### src/hdl/binary_cosine_similarity_macros.svh
// Assertion macros
`ifndef BINARY_COSINE_SIMILARITY_MACROS_SVH
`define BINARY_COSINE_SIMILARITY_MACROS_SVH
`ifndef NO_ASSERTIONS
`define BCS_ASSERT_IMP(label, clk, rst_n, ante, cons) \
	label: assert property (@(posedge clk) disable iff (!rst_n) (ante) |-> (cons)) \
	else $error("%m: assertion failed");
`define BCS_ASSERT_NXT(label, clk, rst_n, ante, cons) \
	label: assert property (@(posedge clk) disable iff (!rst_n) (ante) |=> (cons)) \
	else $error("%m: assertion failed");
`else
`define BCS_ASSERT_IMP(label, clk, rst_n, ante, cons)
`define BCS_ASSERT_NXT(label, clk, rst_n, ante, cons)
`endif
`endif

### src/hdl/bcs_queue.sv
`default_nettype none
// Two-entry FIFO between front and back.
module bcs_queue #(
	parameter int unsigned W = 8
) (
	input  wire logic         clk,
	input  wire logic         arst_n,
	input  wire logic         push,
	input  wire logic [W-1:0] wdata,
	output logic              full,
	input  wire logic         pop,
	output logic              empty,
	output logic [W-1:0]      rdata
);
	logic [W-1:0] mem_q [2];
	logic wp_q, rp_q;
	logic [1:0] cnt_q;
	assign full = cnt_q == 2'd2;
	assign empty = cnt_q == 2'd0;
	assign rdata = mem_q[rp_q];
	always_ff @(posedge clk or negedge arst_n) begin
		if (!arst_n) begin
			wp_q <= 1'b0;
			rp_q <= 1'b0;
			cnt_q <= 2'd0;
		end else begin
			if (push) wp_q <= ~wp_q;
			if (pop) rp_q <= ~rp_q;
			cnt_q <= cnt_q + {1'b0, push} - {1'b0, pop};
		end
	end
	always_ff @(posedge clk) begin
		if (push) mem_q[wp_q] <= wdata;
	end
endmodule
`default_nettype wire

### config.mk
export PLATFORM = sky130hd
export DESIGN_NAME = bcs_queue
export DESIGN_NICKNAME = d
export VERILOG_FILES = /design/src/hdl/binary_cosine_similarity_macros.svh /design/src/hdl/bcs_queue.sv
export SDC_FILE = /design/constraint.sdc
export NUM_CORES = 1
export LEC_CHECK = 0
export ABC_AREA = 1
export BUFFER_PORTS_ARGS = -buffer_cell sky130_fd_sc_hd__buf_2
export CAP_MARGIN = 20
export CORE_UTILIZATION = 40
export CTS_CLUSTER_DIAMETER = 120
export DETAILED_ROUTE_END_ITERATION = 6
export GPL_TIMING_DRIVEN = 0
export SYNTH_ARGS = -nofsm -noshare
export SYNTH_HDL_FRONTEND = slang
export SYNTH_SLANG_ARGS = --single-unit
### constraint.sdc
create_clock -name clk -period 2.7 [get_ports clk]
set_input_delay 0.54 -clock clk [delete_from_list [all_inputs] [get_ports clk]]
set_output_delay 0.54 -clock clk [all_outputs]
set_load 0.1 [all_outputs]
==> results.toml <==
[critical_path]
critical_path.slowest_cell = "buf_2"
timing.critical_path.slowest_cell_delay_ns = 0.43
timing.critical_path.from_type = "flop"
crit_path_max_fo = 10
criticalPathCategory = "flop to primary output"
critical_path.cell_chain = "buf_6, buf_12, o21ai_2, buf_2"
crit_arrival_ns = 1.49
timing.reg2reg.worst_path_depth = 1
worst-endpoint-required_ns = 2.16
critPathCaptureType = "primary output"

[timing]
timing.slew.headroom = 0.553
tightestPinTransition_ns = 0.668
achievable-frequency_ghz = 0.493
final_hold_viol_count = 0
finalWorstPathRequiredPeriod_ns = 2.03
finalClockSkew_ns = 0.00616
grt_setup_unrepaired = "no"
timing_max_transition_violations_final = 0
fin_crit_sh = 0.752
final_number_of_setup_violating_endpoints = 0

[drt]
detail_route.first_pass.iterations = 2
drt-total-wl_um = 1080
drc_viols = 0
highest-signal-layer = "met4"
route.detailed.wl_per_inst_um = 9.09
routedLengthMet1_um = 461
via_count = 513
starting_drt_drc_count = 6
drt.antenna.violating_nets = 0
wl_met3_um = 51
detailroute.wirelength.met2_um = 561
routed_via_density = 4.31

[global_route]
grt_first_pass_wirelength_um = 1590
initial_antenna_violation_count = 0
grt_use_total = 0.109
maximum_number_of_pins_on_one_net_before_global_route_repair = 13
number_of_global_route_vias_before_repair = 380
global_route_total_overflow = 0

[cts]
cts_tree = "yes"
insertion_delay_ns = 0.29
clk_transition_reported_paths_ns = 0.10
htree_levels = 1
post_cts_hold_buffer_count = 0
clockBufferDepth = 2
clock_tree.root_cell = "clkbuf_4"
cts.repair.resized = 0
cts_sinks = 20
cts_post_setup_buffers_inserted = 0
cts_inserted_buffers = 3

[die]
placeableCoreArea_mm2 = 0.00196
fp-row-count = 16
die_h_um = 47.6
die_area_mm2 = 0.00226
initial_utilization = 0.423
ios = 22
die_width_um = 47.6

[place]
gp_routability_congestion = 0.722
port_buffer_count = 21
detailed_place_hpwl_um = 832

[run_status]
status = "finished clean"

[yosys]
post_synth_inst_count = 67
ys_types = 12
mappedNetlistArea_um2 = 831
synth_seq_cells = 20
synth.yosys.warnings = 0
postSynthAreaPerCell_um2 = 12.4
synth.yosys.seq_area_share = 0.699
postSynthNetCount = 81

[layout]
final_nets = 107
multiInputGateArea_um2 = 163
syn_to_final_growth_pct = 23.0
final_layout_size_suffix_gt1_frac = 0.326
antennaDiodeCount = 0
final_layout_fill_cell_count = 196
layout.area.seq_um2 = 581
post-route-util = 0.521

[hold_path]
holdCritPathClass = "primary input to asynchronous set/reset pin"

[job]
max-cap-violations = 0
[critical path, delay by kind of cell, from the launching register on]
kind,cells,cell delay (ns)
flip-flops,1,0.39
buffers and inverters,3,0.70
AO/OA/AOI/OAI,1,0.11
[per-layer routing]
metal | GRT usage | up-vias
met5 | 0 | -
met2 | 0.159 | 11
li1 | - | 267
met3 | 0.0415 | 2
met1 | 0.138 | 233
met4 | 0.0667 | 0
[cell type report]
| class | count | share of cell area |
|---|---|---|
| tap | 27 | 0.0330 |
| clock buffer | 3 | 0.0220 |
| multi-input combinational | 30 | 0.159 |
| clock inverter | 1 | 0.0294 |
| buffer | 2 | 0.0306 |
| timing repair buffer | 21 | 0.103 |
| inverter | 15 | 0.0551 |
| sequential | 20 | 0.568 |
[logic make-up (layout without fill, tap and decap cells)]
logic type	Yosys count	in the layout	synth area share
AOI/OAI and AO/OA	8	8	0.0617
xor gates and xnor gates	2	2	0.0211
adders and majority gates	2	2	0.0301
buffers and inverters	17	42	0.105
DFF	20	20	0.699
and+or+nand+nor	18	18	0.0828
[placed cells by master (no fill, tap or decap)]
cell	instances
buf_2	21
edfxtp_1	16
dfrtp_1	4
nor2_1	3
bufinv_16	1
clkbuf_4	3
o21ai_2	3
nand3_1	1
xor2_1	2
ha_1	2
buf_12	1
nand2_1	14
o21ai_0	5
buf_6	1
inv_1	15
[state kept, by name, indices dropped and copies added (netlist names)]
name	cells
cnt_q	2
rp_q	1
mem_q	16
wp_q	1
[final timing paths]
check                          from          end  slack (ns)
setup / recovery               rp_q     rdata[6]        0.67
max in group asynchronous    arst_n     cnt_q[1]        2.55
hold / removal               arst_n         wp_q        0.03
setup reg to reg               wp_q  mem_q[0][4]        1.38
hold reg to reg                wp_q         wp_q        0.51
min in group clk           wdata[5]  mem_q[0][5]        0.43
[synth_stat cells, drive strengths merged]
library cell   n  area, um^2
buf            2        31.3
o21ai          8        51.3
nor2           3        11.3
dfrtp          4         100
nand2         14        52.6
xor2           2        17.5
inv           15        56.3
edfxtp        16         480
ha             2        25.0
nand3          1        5.00
[metrics by stage]
step | TNS (ns) | setup slack, ns | area [um^2] | hold WS, ns | instances
6_report | 0 | 0.670 | 1020 | 0.0303 | 119
5_1_grt | 0 | 0.583 | 1020 | 0.0108 | 119
4_1_cts | 0 | 0.646 | 1020 | 0.0229 | 119
3_5_place_dp | 0 | 0.987 | 970 | 0.353 | 115
3_3_place_gp | 0 | 0.985 | 970 | 0.352 | 115
2_1_floorplan | -2.24 | -0.447 | 831 | 0.244 | 67
Power is left out: the tool's default activity adds up to more than one toggle a clock period on the data nets, which glitch-free logic cannot reach.
